`src/rtl/watermark_refill_id_pool_macros.svh`:
```
// Assertion macros shared by the ID pool RTL.
// Each property is clocked on clk and disabled while arst_n is low.
`ifndef WATERMARK_REFILL_ID_POOL_MACROS_SVH
`define WATERMARK_REFILL_ID_POOL_MACROS_SVH
`ifndef SYNTHESIS
`define WRIP_ASSERT_ALWAYS(label, prop, msg) \
	label: assert property (@(posedge clk) disable iff (!arst_n) (prop)) \
		else $error(msg);
`define WRIP_ASSERT_NEXT(label, ante, cons, msg) \
	label: assert property (@(posedge clk) disable iff (!arst_n) (ante) |=> (cons)) \
		else $error(msg);
`else
`define WRIP_ASSERT_ALWAYS(label, prop, msg)
`define WRIP_ASSERT_NEXT(label, ante, cons, msg)
`endif
`endif

```
`src/rtl/wrip_pkg.sv`:
```
package wrip_pkg;

	// Width of counts, amounts and the watermark.
	localparam int unsigned COUNT_W = 13;
	// Width of the Q8.8 growth factor.
	localparam int unsigned GROWTH_W = 16;
	// Width of the configuration register index.
	localparam int unsigned REG_IDX_W = 2;

	// Configuration register indexes.
	localparam logic [REG_IDX_W-1:0] REG_WATERMARK    = 2'd0;
	localparam logic [REG_IDX_W-1:0] REG_FIRST_REFILL = 2'd1;
	localparam logic [REG_IDX_W-1:0] REG_GROWTH       = 2'd2;
	localparam logic [REG_IDX_W-1:0] REG_REFILL_CAP   = 2'd3;

	// Operation classes; the first five match the operation codes.
	typedef enum logic [2:0] {
		OP_CHECK     = 3'd0,
		OP_EXTRACT   = 3'd1,
		OP_REINSTALL = 3'd2,
		OP_RESP_ID   = 3'd3,
		OP_RESP_FAIL = 3'd4,
		OP_NOP       = 3'd5
	} op_t;

	typedef enum logic [1:0] {
		ERR_OK     = 2'd0,
		ERR_EMPTY  = 2'd1,
		ERR_FULL   = 2'd2,
		ERR_NO_REQ = 2'd3
	} err_t;

	typedef enum logic {
		BK_FETCH,
		BK_EXEC
	} back_state_t;

	// Classified command as it travels through the queue.
	typedef struct packed {
		op_t                op;
		logic [COUNT_W-1:0] req;
		logic               last;
		logic               empty;
	} cmd_t;

	// Per-cell refill bookkeeping.
	typedef struct packed {
		logic               pending;
		logic               fresh;
		logic [COUNT_W-1:0] last_count;
		logic [COUNT_W-1:0] tally;
	} ctl_t;

	localparam ctl_t CTL_RESET = '{
		pending:    1'b0,
		fresh:      1'b1,
		last_count: '0,
		tally:      '0
	};

	typedef struct packed {
		logic [COUNT_W-1:0]  watermark;
		logic [COUNT_W-1:0]  first_refill;
		logic [GROWTH_W-1:0] growth;
		logic [COUNT_W-1:0]  refill_cap;
	} cfg_t;

	localparam cfg_t CFG_RESET = '{
		watermark:    13'd50,
		first_refill: 13'd128,
		growth:       16'd512,
		refill_cap:   13'd4096
	};

endpackage

```
`src/rtl/wrip_front.sv`:
```
module wrip_front
	import wrip_pkg::*;
#(
	parameter int unsigned NUM_CELLS = 8,
	parameter int unsigned ID_BITS   = 64,
	parameter int unsigned CELL_W    = 3
) (
	input  logic               clk,
	input  logic               arst_n,
	input  logic               start,
	output logic               busy,
	input  logic [2:0]         operation,
	input  logic [2:0]         cell_req,
	input  logic [COUNT_W-1:0] requested_count,
	input  logic [ID_BITS-1:0] item_id,
	input  logic               response_last,
	input  logic               response_empty,
	output logic               q_valid,
	input  logic               q_pop,
	output cmd_t               q_cmd,
	output logic [CELL_W-1:0]  q_cell,
	output logic [ID_BITS-1:0] q_id
);

	localparam int unsigned QDEPTH = 2;
	localparam int unsigned QPTR_W = $clog2(QDEPTH);
	localparam int unsigned QCNT_W = $clog2(QDEPTH + 1);
	localparam int unsigned RED_W  = 9;

	cmd_t               cmd_mem_q  [QDEPTH];
	logic [CELL_W-1:0]  cell_mem_q [QDEPTH];
	logic [ID_BITS-1:0] id_mem_q   [QDEPTH];
	logic [QPTR_W-1:0]  wr_ptr_q;
	logic [QPTR_W-1:0]  rd_ptr_q;
	logic [QCNT_W-1:0]  cnt_q;
	logic               push;
	cmd_t               cmd_in;
	logic [CELL_W-1:0]  cell_in;

	// Folds a cell index into range by repeated subtraction; the input is
	// only three bits, so seven steps always suffice.
	function automatic logic [CELL_W-1:0] fold_cell(input logic [2:0] raw);
		logic [RED_W-1:0] r;
		r = RED_W'(raw);
		for (int k = 0; k < 7; k++) begin
			if (r >= RED_W'(NUM_CELLS)) begin
				r = r - RED_W'(NUM_CELLS);
			end
		end
		return r[CELL_W-1:0];
	endfunction

	assign busy = (cnt_q == QCNT_W'(QDEPTH));
	assign push = start && !busy;

	// Classify the incoming beat.
	always_comb begin
		cmd_in.req   = requested_count;
		cmd_in.last  = response_last;
		cmd_in.empty = response_empty;
		case (operation)
			OP_CHECK:     cmd_in.op = OP_CHECK;
			OP_EXTRACT:   cmd_in.op = OP_EXTRACT;
			OP_REINSTALL: cmd_in.op = OP_REINSTALL;
			OP_RESP_ID:   cmd_in.op = OP_RESP_ID;
			OP_RESP_FAIL: cmd_in.op = OP_RESP_FAIL;
			default:      cmd_in.op = OP_NOP;
		endcase
		cell_in = fold_cell(cell_req);
	end

	// Queue storage.
	always_ff @(posedge clk) begin
		if (push) begin
			cmd_mem_q[wr_ptr_q]  <= cmd_in;
			cell_mem_q[wr_ptr_q] <= cell_in;
			id_mem_q[wr_ptr_q]   <= item_id;
		end
	end

	// Queue pointers and fill count; the depth is a power of two, so the
	// pointers wrap on their own.
	always_ff @(posedge clk or negedge arst_n) begin
		if (!arst_n) begin
			wr_ptr_q <= '0;
			rd_ptr_q <= '0;
			cnt_q    <= '0;
		end else begin
			if (push) begin
				wr_ptr_q <= wr_ptr_q + QPTR_W'(1);
			end
			if (q_pop) begin
				rd_ptr_q <= rd_ptr_q + QPTR_W'(1);
			end
			if (push && !q_pop) begin
				cnt_q <= cnt_q + QCNT_W'(1);
			end else if (!push && q_pop) begin
				cnt_q <= cnt_q - QCNT_W'(1);
			end
		end
	end

	assign q_valid = (cnt_q != '0);
	assign q_cmd   = cmd_mem_q[rd_ptr_q];
	assign q_cell  = cell_mem_q[rd_ptr_q];
	assign q_id    = id_mem_q[rd_ptr_q];

endmodule

```
`config.mk`:
```
export PLATFORM = sky130hd
export DESIGN_NAME = wrip_front
export DESIGN_NICKNAME = d
export VERILOG_FILES = /design/src/rtl/watermark_refill_id_pool_macros.svh /design/src/rtl/wrip_pkg.sv /design/src/rtl/wrip_front.sv
export SDC_FILE = /design/constraint.sdc
export NUM_CORES = 1
export LEC_CHECK = 0
export BUFFER_PORTS_ARGS = -buffer_cell sky130_fd_sc_hd__buf_2
export CAP_MARGIN = 10
export CORE_ASPECT_RATIO = 1.2
export CORE_MARGIN = 10
export CORE_UTILIZATION = 56
export CTS_CLUSTER_SIZE = 16
export DETAILED_ROUTE_END_ITERATION = 7
export PLACE_DENSITY = 0.92
export SYNTH_ARGS = -nofsm -noshare
export SYNTH_HDL_FRONTEND = slang
export SYNTH_SLANG_ARGS = --single-unit
export TNS_END_PERCENT = 1
```
`constraint.sdc`:
```
create_clock -name clk -period 7.6 [get_ports clk]
set_input_delay 1.52 -clock clk [delete_from_list [all_inputs] [get_ports clk]]
set_output_delay 1.52 -clock clk [all_outputs]
set_load 0.02 [all_outputs]
```
==> flow_summary.yaml <==
critical_path:
  cp-start-kind: "flip-flop"
  path_cells: "buf_4, mux2_2, buf_2"
  crit_path_top_delay_cell: "dfrtp_4"
  cp_max_fo: 49
  r2r-end: "id_mem_q[0][22]$_DFFE_PP_"
  cp_num_cells: 3
  critical-path-max-stage-delay_ns: 0.83
  critical_path.top_delay_family: "buffers and inverters"
  required_ns: 6.08
  startpoint: "rd_ptr_q$_DFFE_PN0P_"
  critPathArrivalTime_ns: 2.59
  path_buf_inv: 2
  r2r-start: "cnt_q[0]$_DFFE_PN0P_"
  r2r_slack_ns: 4.99
  crit_type: "flip-flop to output pin"
  reg2regPathDepth: 4
  end_kind: "output pin"
logic_synthesis:
  yosys.area_share.simple_pct: 0.554
  synth_area_per_cell_um2: 22.8
  synth_compound_area_share_pct: 0.115
  synth_mux_area_share_pct: 16.9
  synthCells: 287
  synth_fp_nets: 377
  synth_cell_types: 20
  synth_top_family_by_area: "multiplexers"
  ys_seq_area_share_pct: 79.4
  netlist_area_um2: 6550
  yosys_warnings: 0
  synthXorXnorAreaFrac_pct: 0.668
  synthAdderAreaFrac_pct: 0.191
  synth_seq_cells: 174
global_route:
  track_usage_pct: 15.5
  grt-ovfl-total: 0
  grt_pass1_vias: 3664
  grt_pass1_wl_mm: 19.7
  antenna_found_initial: 0
  grt_max_degree: 86
layout:
  n_antenna_cell: 0
  fillers: 767
  fin_cells: 642
  area_growth_pct: 23.2
  final_nets: 562
  drive_gt1_share_pct: 61.0
  layout_commonest_cell: "buf_2"
  mostFrequentLayoutCells: "buf_2, edfxtp_1, mux2_2, mux2_4, clkbuf_16"
floorplanning:
  row_count: 43
  core_area_um2: 11500
  dieArea_um2: 16400
  boundaryPins: 176
  dieWidth_um: 119
  start_util_pct: 56.9
  die_h_um: 139
clock_tree:
  cts_buffers: 17
  htree_levels: 4
  cts_sinks: 174
  clk_path_buf_depth: 2
  cts_setup_buffers: 0
  ctsRootBufferMaster: "clkbuf_16"
  cts_resized: 0
  insertion_delay_ns: 0.41
  path_clk_slew_ns: 0.07
  cts_tree: "built"
  cts_hold_buf: 0
detailed_routing:
  ant_nets: 0
  post_drt_via_cell_ratio: 5.10
  drc: 0
  wl_per_cell_um: 19.7
  drt_pre_antenna_iters: 4
  drt_iter0_markers: 149
  via_count: 3274
  wl_mm: 12.7
sta:
  slew_violations: 0
  fmax_mhz: 243
  fin_tns_setup_ns: 0
  setup_viol_count_final: 0
  rsz0062_at_grt: "false"
  fin_skew_ns: 0.0100
  hold_violations: 0
  slew_headroom_pct: 21.3
  fin_crit_sh_pct: 54.0
  timing.hold.ws_ns: 0.489
  final.min_clock_period_ns: 4.11
  fin_ws_ns: 3.49
  tightest_slew_ns: 1.18
hold_path:
  worstHoldStart: "cnt_q[1]$_DFFE_PN0P_"
  holdCritPathClass: "flip-flop to flip-flop"
  whs_path_depth: 1
  worst_hold_path.endpoint: "cnt_q[1]$_DFFE_PN0P_"
pwr:
  combPwrFrac_pct: 32.6
  p_switching_mw: 1.06
  p_int_mw: 2.22
  seqPwrFrac_pct: 43.4
  finalPower_mw: 3.28
  clkPwrFrac_pct: 24.0
  power.leakage_nw: 3.17
  ir_worst_vdd_uv: 251
  p_per_area_nw_per_um2: 406
  swShare_pct: 32.4
outcome:
  outcome: "completed"
placed_design:
  portBuffers: 175
  pre_cts_ws_ns: 3.89
  hpwl_mm: 8.71
  place_inst: 610
  place.gp.congestion: 0.702
job:
  maxCapViolCount: 0
## cell usage after synthesis
cell type	instances	area [um2]
nor2b_1	1	6.26
buf_12	4	80.1
xor2_1	3	26.3
nor2_1	2	7.51
nand2b_1	1	6.26
a21o_1	1	7.51
mux2_2	45	507
ha_1	1	12.5
edfxtp_1	170	5100
or2_2	1	6.26
clkbuf_1	1	3.75
xnor2_1	2	17.5
inv_1	3	11.3
mux2_4	40	601
nand2_1	1	3.75
dfrtp_1	4	100
buf_8	1	15.0
and3_1	1	6.26
buf_2	4	20.0
buf_6	1	11.3
## logic make-up (layout without fill, tap and decap cells)
| group | after synthesis | count (layout) |
|---|---|---|
| flip-flops | 174 | 174 |
| multiplexers | 85 | 85 |
| buffers and inverters | 14 | 212 |
| AND/OR/NAND/NOR | 7 | 7 |
| XOR/XNOR | 5 | 5 |
| adder cells (fa/ha/maj) | 1 | 1 |
| AO/OA/AOI/OAI | 1 | 1 |
## power by group through the flow
stage	logic [mW]	registers [mW]	clock network, mW
4_1_cts	1.09	1.43	0.809
3_5_place_dp	1.08	1.45	0
5_1_grt	1.14	1.45	0.844
6_report	1.07	1.42	0.788
3_3_place_gp	1.06	1.43	0
2_1_floorplan	0.859	1.39	0
## how the worst max path moves through the flow
| stage | end | slack [ns] |
|---|---|---|
| 4_1_cts | q_id[63] | 3.43 |
| 2_1_floorplan | cell_mem_q[0][0]$_DFFE_PP_ | 1.92 |
| 3_5_place_dp | q_id[27] | 3.89 |
| 5_1_grt | q_id[47] | 3.35 |
| 6_report | q_id[47] | 3.49 |
| 3_3_place_gp | q_id[63] | 3.94 |
## metal layers
layer  wire (um)  part of all wire [%]  track usage [%]  up-vias
met5           0                     0                0        -
li1            -                     -                -     1504
met4         135                   1.1             5.60        0
met1        4650                    37             16.0     1627
met2        6770                    54             26.8      129
met3        1100                   8.7             7.29       14
## stage by stage
stage	instance area [um2]	utilization (%)
after floorplan	6550	-
after global routing	8070	70.1
after global placement	7530	65.4
after CTS	8070	70.1
final	8070	70.1
after detailed placement	7530	65.4
## layout make-up
cell class	count	area [um2]	area share (%)
clock buffer	17	425	5.27
clock inverter	15	121	1.50
inverter	3	11.3	0.139
multi-input combinational	99	1220	15.1
sequential	174	5210	64.5
tap	157	196	2.43
timing repair buffer	177	891	11.0
## registers in the layout (all words and copies together), names as in the netlist
| register | flops |
|---|---|
| cmd_mem_q | 36 |
| cnt_q | 2 |
| wr_ptr_q | 1 |
| cell_mem_q | 6 |
| id_mem_q | 128 |
| rd_ptr_q | 1 |
Note: power is estimated with default switching activity, not from simulation.
